### config.mk
export PLATFORM = sky130hd
export DESIGN_NAME = fat_chain_allocator
export DESIGN_NICKNAME = d
export VERILOG_FILES = /design/src/fca_pkg.sv /design/src/fca_link_mem.sv /design/src/fca_seq.sv /design/src/fat_chain_allocator.sv
export SDC_FILE = /design/constraint.sdc
export NUM_CORES = 2
export LEC_CHECK = 0
export BUFFER_PORTS_ARGS = -buffer_cell sky130_fd_sc_hd__buf_2
export CAP_MARGIN = 40
export CELL_PAD_IN_SITES_DETAIL_PLACEMENT = 2
export CELL_PAD_IN_SITES_GLOBAL_PLACEMENT = 2
export CORE_MARGIN = 5
export CORE_UTILIZATION = 52
export CTS_BUF_LIST = sky130_fd_sc_hd__clkbuf_4
export DETAILED_ROUTE_END_ITERATION = 12
export PLACE_DENSITY = 0.81
export REMOVE_ABC_BUFFERS = 1
export SETUP_SLACK_MARGIN = 0.4
export SYNTH_ARGS = -nofsm -noshare
export SYNTH_HDL_FRONTEND = slang
export SYNTH_HIERARCHICAL = 1
export SYNTH_SLANG_ARGS = --single-unit
### constraint.sdc
create_clock -name clk -period 23.8 [get_ports clk]
set_input_delay 3.57 -clock clk [delete_from_list [all_inputs] [get_ports clk]]
set_output_delay 3.57 -clock clk [all_outputs]
set_load 0.005 [all_outputs]
### src/fca_pkg.sv
package fca_pkg;

  localparam int ENTRIES_DEF = 256;
  localparam int MAX_CHAIN   = 16;

  localparam int LINK_W = 16;
  localparam int LEN_W  = 5;
  localparam int CNT_W  = 9;

  localparam logic [LINK_W-1:0] LINK_FREE = 16'hFFFF;
  localparam logic [LINK_W-1:0] LINK_END  = 16'hFFFE;
  localparam logic [LINK_W-1:0] NO_SECTOR = 16'hFFFF;

  typedef enum logic [2:0] {
    MODE_ALLOC  = 3'd0,
    MODE_FREE   = 3'd1,
    MODE_NEXT   = 3'd2,
    MODE_LOAD   = 3'd3,
    MODE_FORMAT = 3'd4
  } mode_t;

  typedef enum logic [1:0] {
    STAT_OK        = 2'd0,
    STAT_NO_SPACE  = 2'd1,
    STAT_TOO_LONG  = 2'd2,
    STAT_BAD_INDEX = 2'd3
  } status_t;

  typedef enum logic [4:0] {
    ST_CLEAR,
    ST_IDLE,
    ST_CLAIM_RD,
    ST_CLAIM_WT,
    ST_CLAIM_END,
    ST_SRCH_RD,
    ST_SRCH_WT,
    ST_WALK_CHK,
    ST_WALK_WT,
    ST_EMIT_RD,
    ST_EMIT_WT,
    ST_EMIT_OUT,
    ST_FREE_RD,
    ST_FREE_WT,
    ST_NEXT_WT,
    ST_LOAD_WT,
    ST_RESULT
  } state_t;

  typedef struct packed {
    logic [LINK_W-1:0] sector;
    status_t           status;
    logic              last;
  } res_t;

endpackage

### src/fca_link_mem.sv
module fca_link_mem #(
  parameter int ENTRIES = fca_pkg::ENTRIES_DEF,
  localparam int AW = $clog2(ENTRIES)
) (
  input  logic                       clk,
  input  logic                       we,
  input  logic [AW-1:0]              waddr,
  input  logic [fca_pkg::LINK_W-1:0] wdata,
  input  logic                       re,
  input  logic [AW-1:0]              raddr,
  output logic [fca_pkg::LINK_W-1:0] rdata
);

  logic [fca_pkg::LINK_W-1:0] mem [ENTRIES];
  logic [fca_pkg::LINK_W-1:0] rdata_r;

  always_ff @(posedge clk) begin
    if (we) begin
      mem[waddr] <= wdata;
    end
    if (re) begin
      rdata_r <= mem[raddr];
    end
  end

  assign rdata = rdata_r;

endmodule

### src/fca_seq.sv
module fca_seq #(
  parameter int ENTRIES = fca_pkg::ENTRIES_DEF,
  localparam int AW = $clog2(ENTRIES),
  localparam int FW = $clog2(ENTRIES + 1)
) (
  input  logic                       clk,
  input  logic                       rst_n,
  input  logic                       in_valid,
  output logic                       in_ready,
  input  logic [2:0]                 in_mode,
  input  logic [15:0]                in_sector,
  input  logic [4:0]                 in_length,
  input  logic [15:0]                in_value,
  output logic                       res_valid,
  input  logic                       res_ready,
  output fca_pkg::res_t              res,
  output logic [FW-1:0]              free_total,
  output logic                       mem_we,
  output logic [AW-1:0]              mem_waddr,
  output logic [fca_pkg::LINK_W-1:0] mem_wdata,
  output logic                       mem_re,
  output logic [AW-1:0]              mem_raddr,
  input  logic [fca_pkg::LINK_W-1:0] mem_rdata
);

  localparam int SW = AW + 1;
  localparam logic [15:0]   ENT16    = 16'(ENTRIES);
  localparam logic [AW-1:0] END_IDX  = AW'(ENTRIES - 1);
  localparam logic [FW-1:0] FREE_MAX = FW'(ENTRIES);

  fca_pkg::state_t state_r, state_nxt;
  logic [AW-1:0]   idx_r, idx_nxt;
  logic [AW-1:0]   prev_r, prev_nxt;
  logic [FW-1:0]   free_r, free_nxt;
  logic [fca_pkg::LEN_W-1:0] got_r, got_nxt;
  logic [fca_pkg::LEN_W-1:0] len_r, len_nxt;
  logic [SW-1:0]   steps_r, steps_nxt;
  logic [15:0]     cur_r, cur_nxt;
  logic [15:0]     value_r, value_nxt;
  logic            fmt_r, fmt_nxt;
  fca_pkg::res_t   res_r, res_nxt;

  logic            idx_last;
  logic [AW-1:0]   idx_inc;
  logic [fca_pkg::LEN_W-1:0] got_inc;
  logic            walk_stop;
  logic            walk_hit;

  assign idx_last  = (idx_r == END_IDX);
  assign idx_inc   = idx_r + AW'(1);
  assign got_inc   = got_r + fca_pkg::LEN_W'(1);
  assign walk_stop = (cur_r == 16'(prev_r)) || (cur_r >= ENT16) || (steps_r >= SW'(got_r));
  assign walk_hit  = (cur_r == 16'(prev_r)) &&
                     (steps_r == SW'(got_r - fca_pkg::LEN_W'(1)));

  always_ff @(posedge clk) begin
    if (!rst_n) begin
      state_r <= fca_pkg::ST_CLEAR;
      idx_r   <= '0;
      fmt_r   <= 1'b0;
      free_r  <= FREE_MAX;
    end else begin
      state_r <= state_nxt;
      idx_r   <= idx_nxt;
      fmt_r   <= fmt_nxt;
      free_r  <= free_nxt;
    end
  end

  always_ff @(posedge clk) begin
    prev_r  <= prev_nxt;
    got_r   <= got_nxt;
    len_r   <= len_nxt;
    steps_r <= steps_nxt;
    cur_r   <= cur_nxt;
    value_r <= value_nxt;
    res_r   <= res_nxt;
  end

  always_comb begin
    state_nxt = state_r;
    idx_nxt   = idx_r;
    prev_nxt  = prev_r;
    free_nxt  = free_r;
    got_nxt   = got_r;
    len_nxt   = len_r;
    steps_nxt = steps_r;
    cur_nxt   = cur_r;
    value_nxt = value_r;
    fmt_nxt   = fmt_r;
    res_nxt   = res_r;
    mem_we    = 1'b0;
    mem_waddr = idx_r;
    mem_wdata = fca_pkg::LINK_FREE;
    mem_re    = 1'b0;
    mem_raddr = idx_r;

    case (state_r)
      fca_pkg::ST_CLEAR: begin
        mem_we = 1'b1;
        if (idx_last) begin
          free_nxt = FREE_MAX;
          res_nxt  = '{sector: fca_pkg::NO_SECTOR, status: fca_pkg::STAT_OK, last: 1'b1};
          state_nxt = fmt_r ? fca_pkg::ST_RESULT : fca_pkg::ST_IDLE;
          fmt_nxt  = 1'b0;
        end else begin
          idx_nxt = idx_inc;
        end
      end

      fca_pkg::ST_IDLE: begin
        res_nxt   = '{sector: fca_pkg::NO_SECTOR, status: fca_pkg::STAT_OK, last: 1'b1};
        cur_nxt   = in_sector;
        value_nxt = in_value;
        steps_nxt = '0;
        mem_raddr = in_sector[AW-1:0];
        if (in_valid) begin
          case (in_mode)
            fca_pkg::MODE_ALLOC: begin
              if (in_length == '0) begin
                state_nxt = fca_pkg::ST_RESULT;
              end else if (32'(in_length) > fca_pkg::MAX_CHAIN) begin
                res_nxt.status = fca_pkg::STAT_TOO_LONG;
                state_nxt = fca_pkg::ST_RESULT;
              end else if (16'(in_length) > 16'(free_r)) begin
                res_nxt.status = fca_pkg::STAT_NO_SPACE;
                state_nxt = fca_pkg::ST_RESULT;
              end else begin
                len_nxt   = in_length;
                got_nxt   = '0;
                idx_nxt   = '0;
                state_nxt = fca_pkg::ST_CLAIM_RD;
              end
            end
            fca_pkg::MODE_FREE: begin
              if (in_sector < ENT16) begin
                mem_re    = 1'b1;
                state_nxt = fca_pkg::ST_FREE_WT;
              end else begin
                if (in_sector != fca_pkg::LINK_FREE && in_sector != fca_pkg::LINK_END) begin
                  res_nxt.status = fca_pkg::STAT_BAD_INDEX;
                end
                state_nxt = fca_pkg::ST_RESULT;
              end
            end
            fca_pkg::MODE_NEXT, fca_pkg::MODE_LOAD: begin
              if (in_sector < ENT16) begin
                mem_re    = 1'b1;
                state_nxt = (in_mode == fca_pkg::MODE_NEXT) ? fca_pkg::ST_NEXT_WT
                                                            : fca_pkg::ST_LOAD_WT;
              end else begin
                res_nxt.status = fca_pkg::STAT_BAD_INDEX;
                state_nxt = fca_pkg::ST_RESULT;
              end
            end
            fca_pkg::MODE_FORMAT: begin
              idx_nxt   = '0;
              fmt_nxt   = 1'b1;
              state_nxt = fca_pkg::ST_CLEAR;
            end
            default: begin
              // unknown mode: drop the item, no result
            end
          endcase
        end
      end

      fca_pkg::ST_CLAIM_RD: begin
        mem_re    = 1'b1;
        state_nxt = fca_pkg::ST_CLAIM_WT;
      end

      fca_pkg::ST_CLAIM_WT: begin
        if (mem_rdata == fca_pkg::LINK_FREE) begin
          // link the previous claim to this one; the tail gets its end mark later
          mem_we    = (got_r != '0);
          mem_waddr = prev_r;
          mem_wdata = 16'(idx_r);
          prev_nxt  = idx_r;
          got_nxt   = got_inc;
          free_nxt  = free_r - FW'(1);
        end
        if ((mem_rdata == fca_pkg::LINK_FREE) && (got_inc == len_r)) begin
          state_nxt = fca_pkg::ST_CLAIM_END;
        end else if (idx_last) begin
          state_nxt = ((mem_rdata == fca_pkg::LINK_FREE) || (got_r != '0)) ?
                      fca_pkg::ST_CLAIM_END : fca_pkg::ST_IDLE;
        end else begin
          idx_nxt   = idx_inc;
          state_nxt = fca_pkg::ST_CLAIM_RD;
        end
      end

      fca_pkg::ST_CLAIM_END: begin
        mem_we    = 1'b1;
        mem_waddr = prev_r;
        mem_wdata = fca_pkg::LINK_END;
        idx_nxt   = '0;
        state_nxt = fca_pkg::ST_SRCH_RD;
      end

      fca_pkg::ST_SRCH_RD: begin
        mem_re    = 1'b1;
        state_nxt = fca_pkg::ST_SRCH_WT;
      end

      fca_pkg::ST_SRCH_WT: begin
        if (mem_rdata != fca_pkg::LINK_FREE) begin
          cur_nxt   = 16'(idx_r);
          steps_nxt = '0;
          state_nxt = fca_pkg::ST_WALK_CHK;
        end else if (idx_last) begin
          cur_nxt   = '0;
          steps_nxt = '0;
          state_nxt = fca_pkg::ST_EMIT_RD;
        end else begin
          idx_nxt   = idx_inc;
          state_nxt = fca_pkg::ST_SRCH_RD;
        end
      end

      fca_pkg::ST_WALK_CHK: begin
        mem_raddr = cur_r[AW-1:0];
        if (!walk_stop) begin
          mem_re    = 1'b1;
          state_nxt = fca_pkg::ST_WALK_WT;
        end else if (walk_hit) begin
          cur_nxt   = 16'(idx_r);
          steps_nxt = '0;
          state_nxt = fca_pkg::ST_EMIT_RD;
        end else if (idx_last) begin
          cur_nxt   = '0;
          steps_nxt = '0;
          state_nxt = fca_pkg::ST_EMIT_RD;
        end else begin
          idx_nxt   = idx_inc;
          state_nxt = fca_pkg::ST_SRCH_RD;
        end
      end

      fca_pkg::ST_WALK_WT: begin
        cur_nxt   = mem_rdata;
        steps_nxt = steps_r + SW'(1);
        state_nxt = fca_pkg::ST_WALK_CHK;
      end

      fca_pkg::ST_EMIT_RD: begin
        mem_raddr = cur_r[AW-1:0];
        mem_re    = (cur_r < ENT16);
        state_nxt = fca_pkg::ST_EMIT_WT;
      end

      fca_pkg::ST_EMIT_WT: begin
        value_nxt = (cur_r < ENT16) ? mem_rdata : cur_r;
        res_nxt   = '{sector: cur_r, status: fca_pkg::STAT_OK,
                      last: (steps_r == SW'(got_r - fca_pkg::LEN_W'(1)))};
        state_nxt = fca_pkg::ST_EMIT_OUT;
      end

      fca_pkg::ST_EMIT_OUT: begin
        if (res_ready) begin
          if (res_r.last) begin
            state_nxt = fca_pkg::ST_IDLE;
          end else begin
            cur_nxt   = value_r;
            steps_nxt = steps_r + SW'(1);
            state_nxt = fca_pkg::ST_EMIT_RD;
          end
        end
      end

      fca_pkg::ST_FREE_RD: begin
        mem_raddr = cur_r[AW-1:0];
        mem_re    = 1'b1;
        state_nxt = fca_pkg::ST_FREE_WT;
      end

      fca_pkg::ST_FREE_WT: begin
        if (mem_rdata == fca_pkg::LINK_FREE) begin
          state_nxt = fca_pkg::ST_RESULT;
        end else begin
          mem_we    = 1'b1;
          mem_waddr = cur_r[AW-1:0];
          mem_wdata = fca_pkg::LINK_FREE;
          if (free_r < FREE_MAX) begin
            free_nxt = free_r + FW'(1);
          end
          cur_nxt   = mem_rdata;
          steps_nxt = steps_r + SW'(1);
          state_nxt = ((mem_rdata < ENT16) && ((steps_r + SW'(1)) < SW'(ENTRIES))) ?
                      fca_pkg::ST_FREE_RD : fca_pkg::ST_RESULT;
        end
      end

      fca_pkg::ST_NEXT_WT: begin
        res_nxt.sector = mem_rdata;
        state_nxt = fca_pkg::ST_RESULT;
      end

      fca_pkg::ST_LOAD_WT: begin
        mem_we    = 1'b1;
        mem_waddr = cur_r[AW-1:0];
        mem_wdata = value_r;
        if ((mem_rdata == fca_pkg::LINK_FREE) && (value_r != fca_pkg::LINK_FREE)) begin
          if (free_r != '0) begin
            free_nxt = free_r - FW'(1);
          end
        end else if ((mem_rdata != fca_pkg::LINK_FREE) &&
                     (value_r == fca_pkg::LINK_FREE)) begin
          if (free_r < FREE_MAX) begin
            free_nxt = free_r + FW'(1);
          end
        end
        state_nxt = fca_pkg::ST_RESULT;
      end

      fca_pkg::ST_RESULT: begin
        if (res_ready) begin
          state_nxt = fca_pkg::ST_IDLE;
        end
      end

      default: begin
        state_nxt = fca_pkg::ST_IDLE;
      end
    endcase
  end

  assign in_ready   = (state_r == fca_pkg::ST_IDLE);
  assign res_valid  = state_r inside {fca_pkg::ST_RESULT, fca_pkg::ST_EMIT_OUT};
  assign res        = res_r;
  assign free_total = free_r;

endmodule

### src/fat_chain_allocator.sv
// From the input transfer to out_valid: a refused or empty allocate needs no table access, next
// and load read one entry, free releases entry by entry, format clears every entry, and allocate
// scans entries to claim, scans entries and walks links to find the head, then reads each sector.
// Items are taken one at a time; the next transfer is taken once the last result is loaded
// into the output register. Every step is paced by the single read port of the link memory.
// Reset: synchronous, active low; a clearing pass over the table frees every entry first.
module fat_chain_allocator #(
  parameter int ENTRIES = fca_pkg::ENTRIES_DEF
) (
  input  logic        clk,
  input  logic        rst_n,
  input  logic        in_valid,
  output logic        in_ready,
  input  logic [2:0]  in_mode,
  input  logic [15:0] in_sector,
  input  logic [4:0]  in_length,
  input  logic [15:0] in_value,
  output logic        out_valid,
  input  logic        out_ready,
  output logic [15:0] out_sector_out,
  output logic [1:0]  out_status,
  output logic [8:0]  out_free_count,
  output logic        out_last
);

  localparam int AW = $clog2(ENTRIES);
  localparam int FW = $clog2(ENTRIES + 1);

  // sequencer to output register
  logic          res_valid;
  logic          res_ready;
  fca_pkg::res_t res;
  logic [FW-1:0] free_total;

  // link memory port
  logic                       mem_we;
  logic [AW-1:0]              mem_waddr;
  logic [fca_pkg::LINK_W-1:0] mem_wdata;
  logic                       mem_re;
  logic [AW-1:0]              mem_raddr;
  logic [fca_pkg::LINK_W-1:0] mem_rdata;

  // output register
  logic        out_valid_r;
  logic [15:0] out_sector_r;
  logic [1:0]  out_status_r;
  logic [8:0]  out_free_r;
  logic        out_last_r;

  fca_seq #(
    .ENTRIES(ENTRIES)
  ) u_seq (
    .clk        (clk),
    .rst_n      (rst_n),
    .in_valid   (in_valid),
    .in_ready   (in_ready),
    .in_mode    (in_mode),
    .in_sector  (in_sector),
    .in_length  (in_length),
    .in_value   (in_value),
    .res_valid  (res_valid),
    .res_ready  (res_ready),
    .res        (res),
    .free_total (free_total),
    .mem_we     (mem_we),
    .mem_waddr  (mem_waddr),
    .mem_wdata  (mem_wdata),
    .mem_re     (mem_re),
    .mem_raddr  (mem_raddr),
    .mem_rdata  (mem_rdata)
  );

  fca_link_mem #(
    .ENTRIES(ENTRIES)
  ) u_mem (
    .clk   (clk),
    .we    (mem_we),
    .waddr (mem_waddr),
    .wdata (mem_wdata),
    .re    (mem_re),
    .raddr (mem_raddr),
    .rdata (mem_rdata)
  );

  // Take a new result whenever the register is empty or drains in this cycle.
  assign res_ready = !out_valid_r || out_ready;

  always_ff @(posedge clk) begin
    if (!rst_n) begin
      out_valid_r <= 1'b0;
    end else if (res_valid && res_ready) begin
      out_valid_r <= 1'b1;
    end else if (out_ready) begin
      out_valid_r <= 1'b0;
    end
  end

  // Hold the payload until the transfer; the count shown is the one after the operation.
  always_ff @(posedge clk) begin
    if (res_valid && res_ready) begin
      out_sector_r <= res.sector;
      out_status_r <= res.status;
      out_free_r   <= 9'(free_total);
      out_last_r   <= res.last;
    end
  end

  assign out_valid      = out_valid_r;
  assign out_sector_out = out_sector_r;
  assign out_status     = out_status_r;
  assign out_free_count = out_free_r;
  assign out_last       = out_last_r;

`ifndef ASSERT_OFF
  a_format_blocks: assert property (@(posedge clk) disable iff (!rst_n)
    (in_valid && in_ready && (in_mode == fca_pkg::MODE_FORMAT)) |=> !in_ready)
    else $error("input taken during format sweep");

  a_free_bound: assert property (@(posedge clk) disable iff (!rst_n)
    (res_valid && res_ready) |-> (free_total <= FW'(ENTRIES)))
    else $error("free count above table size");

  a_chain_ok: assert property (@(posedge clk) disable iff (!rst_n)
    (out_valid && !out_last) |-> (out_status == fca_pkg::STAT_OK))
    else $error("non-final result with error status");
`endif

endmodule

==> metrics.txt, run 1 <==
routability congestion estimate=0.879; first error=[ERROR DPL-0033] detailed placement checks failed during check placement.; IO buf count=73; run status=aborted with a tool error; die height=577 um; Synth Register Bits=4242; syn avg cell area=20.3 sq um; Die Wd=577 um; Distinct cells, synth=93; num rows=208; Synth Instances=8232; io pins=74; Most used DFF post-synth=edfxtp_1; Synthesis Warnings=6; DPL Wire Length=440000 um; synthesized cell area=0.167 sq mm; sequential area share after synthesis=76.2%; Failed at=detailed placement (3_5_place_dp); Initial Util=52.1%; Post-synth EDFFs=4218; Post-synth ARST share=0%
stage by stage:
stage             area (sq um)  hold slack, ps  setup TNS (ps)  setup WS, ps
floorplan               164000             400         -406670        -25600
global placement        174000             404               0         13350
cell families after synthesis:
family,count (synthesis),share of synthesized area (%)
flip-flops,4242,76.2
adder cells (fa/ha/maj),18,0.135
AO/OA/AOI/OAI,1024,4.39
XOR/XNOR,27,0.154
multiplexers,1465,14.8
AND/OR/NAND/NOR,908,2.52
buffers and inverters,548,1.83
cells in the mapped netlist (6+ instances only):
library cell  number  area, sq um
edfxtp_1        4218       127000
mux4_2           797        17900
mux2i_1          580         5810
nor2_1           408         1530
clkbuf_1         272         1020
o221ai_1         258         2260
a21oi_1          214         1070
o22ai_1          153          957
nand2_1          141          529
nor3_1           115          576
mux2_2            88          991
o21ai_0           84          420
buf_2             81          405
buf_6             78          878
a22oi_1           64          480
nand3_1           56          280
nand4_1           46          288
inv_1             41          154
a22o_1            33          289
a221oi_1          30          263
a211oi_1          29          218
buf_1             29          109
nor4_1            29          181
buf_4             27          203
and3_1            25          156
a222oi_1          24          240
dfxtp_1           24          480
a31oi_1           21          131
o32ai_1           20          175
o31ai_1           19          143
ha_1              18          225
xnor2_1           18          158
nor2b_1           16          100
nand2b_1          14         87.6
buf_8             11          165
or2_2              8         50.1
or3_1              8         50.1
a2111oi_0          7         61.3
o22a_1             7         61.3
xor2_1             7         61.3
o21ai_1            6         30.0
==> inputs of run 2 (changes only) <==
- CELL_PAD_IN_SITES_DETAIL_PLACEMENT: 2 -> unset
- CELL_PAD_IN_SITES_GLOBAL_PLACEMENT: 2 -> unset
- CORE_UTILIZATION: 52 -> 37
- CTS_BUF_LIST: sky130_fd_sc_hd__clkbuf_4 -> unset
- PLACE_DENSITY: 0.81 -> unset
- PLACE_DENSITY_LB_ADDON: unset -> 0.15
- SETUP_SLACK_MARGIN: 0.4 -> unset
==> metrics.txt, run 2 <==
sequential area share after synthesis=76.2%; commonest non-fill, non-tap cell in the layout=edfxtp_1; largest net degree at the start of global routing=209; Max Clock Skew=90.0 ps; Post-Place Worst Slack=13490 ps; DR WL/cell=33.1 um; worst setup path endpoint=u_mem/rdata[14]; critical path type=primary input to flop; Final Power=0.0185 W; Detailed Route WL=500000 um; clock buffer count from CTS=442; fin crit share=38.5%; vias per cell=5.79; minimum clock period=9150 ps; critical path startpoint=in_sector[0]; Internal=0.0133 W; R2R setup slack=15310 ps; Core Util, Final=42.8%; clock share of power=37.2%; CP Max Fanout=95; Synth Area in Simple Gates=2.52%; Placement Cell Area=0.178 sq mm; complex-gate fraction of the synthesized area=4.39%; Most used DFF post-synth=edfxtp_1; Slew Limit Fails=0; Distinct cells, synth=93; initial antenna violation count=24; DPL Wire Length=299000 um; commonest cells in the netlist=edfxtp_1 (4218), mux4_2 (797), mux2i_1 (580); num rows=246; layout cell share with drive strength beyond 1=25.3%; reg2reg start=u_seq/state_r[0]; most used routing layer=met2; Final setup viols=0; mux cell area share after synthesis=14.8%; most frequent cells in the layout=edfxtp_1 (4218), mux4_2 (797), mux2i_1 (580); GRT met1 Usage=31.1%; M2 GR Usage=32.9%; run status=complete, no violations; Synth Register Bits=4242; post-synth top area cell=edfxtp_1; Synthesis Warnings=6; top-count cell post-synth=edfxtp_1; Final #Nets=8831; Startpoint Class=primary input; H-tree depth=5; Post-synth ARST share=0%; VDD IR-drop max=0.106 mV; DRC Markers=0; syn avg cell area=20.3 sq um; Hold Slack=417 ps; RSZ-0062 raised after global routing=no; total clock sinks=4242; CTS root buf=clkbuf_16; CTS resizes=0; Reg power frac=44.2%; Min-Delay Path Class=flop to flop; post-layout instance area=0.192 sq mm; Psw=0.00518 W; area grow syn2layout=15.3%; switching part of the total=28.0%; worst setup margin=14650 ps; Core Area=0.449 sq mm; Final Hold Viols=0; Area contributors post-synth=edfxtp_1 (76%), mux4_2 (11%), mux2i_1 (3.5%), o221ai_1 (1.4%), nor2_1 (0.92%); Starting DRT DRC Count=10721; first-pass GRT wire length=696000 um; routability congestion estimate=0.845; total track usage=21.1%; max reg flops=4096; max_slew headroom=16.5%; hold_buf cts=0; ANT nets after route=0; Comb pwr share=18.6%; post-synth top area share=75.9%; die area=0.465 sq mm; Largest Register=u_mem/mem; IO buf count=73; LEAKAGE=69.8 nW; Worst Path Required=24480 ps; achievable frequency=109 MHz; CP arrival=9840 ps; DR vias=87566; io pins=74; Adder-Cell Fraction of Synth Area=0.135%; setup bufs post-CTS=0; 1st-pass router iterations=9; met3 Resource Use GR=3.39%; vias in the first global route=86486; FF-to-FF End=u_mem/rdata[14]; worst r2r path cells=17; remaining global-route overflow=0; Die Wd=682 um; Initial Util=37.2%; XOR/XNOR Fraction of Synth Area=0.154%; Clock transition at path regs=60 ps; MaxCap Viol Count=0; Synth Instances=8232; slew of the pin with the lowest slew margin=1250 ps; synthesized cell area=0.167 sq mm; CTS tree=yes; main combinational cell family by area after synthesis=multiplexers; Post-synth EDFFs=4218; Max Root-Sink Buffers=4; PD cells=96.1 mW/mm^2; die height=682 um; Clk Latency, worst-skew pair=1010 ps; crit end category=flop
==> run 2: cell counts after synthesis <==
No cell type changed its count.
==> run 2: worst max-delay path: stages <==
cell,delay [ps]
buf_2,120
a222oi_1,160
inv_8,190
buf_16,420
buf_12,570
buf_12,540
buf_4,680
buf_4,500
buf_16,280
mux4_2,540
mux4_2,510
a22o_1,300
o32ai_1,700
nor4_1,140
==> run 2: final cells by class <==
cell class / instances / area, sq um
Timing Repair Buffer: 596 / 5560
Tap cell: 5952 / 7450
Sequential cell: 4242 / 127000
Inverter: 45 / 209
Clock buffer: 522 / 11500
Multi-Input combinational cell: 3442 / 37700
Fill cell: 38735 / 257000
Clock inverter: 302 / 2870
Antenna cell: 11 / 27.5
==> run 2: worst min-delay path by stage <==
stage | startpoint | end | slack, ps | cells after the start
after floorplan | u_seq/res[3] | out_sector_out[0] | 400 | 0
after detailed placement | u_seq/res[10] | out_sector_out[7] | 400 | 0
after CTS | u_seq/res[10] | out_sector_out[7] | 420 | 0
final | u_seq/res[10] | out_sector_out[7] | 420 | 0
after global placement | u_seq/res[13] | out_sector_out[10] | 410 | 0
after global routing | u_seq/res[1] | out_status[0] | 440 | 0
==> run 2: power groups by stage <==
stage	registers (W)	logic, W	clock network (W)
6_report	0.00818	0.00344	0.00688
5_1_grt	0.00818	0.00361	0.00735
3_5_place_dp	0.00834	0.00349	0
3_3_place_gp	0.00834	0.00343	0
2_1_floorplan	0.00833	0.00368	0
4_1_cts	0.00818	0.00349	0.00703
==> run 2: cell families after synthesis <==
| logic type | Yosys count |
|---|---|
| AND/OR/NAND/NOR | 908 |
| XOR/XNOR | 27 |
| buffers and inverters | 548 |
| adder cells (fa/ha/maj) | 18 |
| flip-flops | 4242 |
| AO/OA/AOI/OAI | 1024 |
| multiplexers | 1465 |
==> run 2: stage by stage <==
stage	setup TNS (ps)	instances
after floorplan	-406670	7729
after global placement	0	14145
after detailed placement	0	14274
after CTS	0	15098
after global routing	0	15103
final	0	15112
==> run 2: per-layer routing <==
layer | up-vias | part of all wire, %
li1 | 35775 | -
met1 | 47637 | 44
met2 | 3543 | 46
met3 | 607 | 7.3
met4 | 4 | 2.6
met5 | - | 0.0042
No activity file was read; power rests on OpenSTA's default activity.
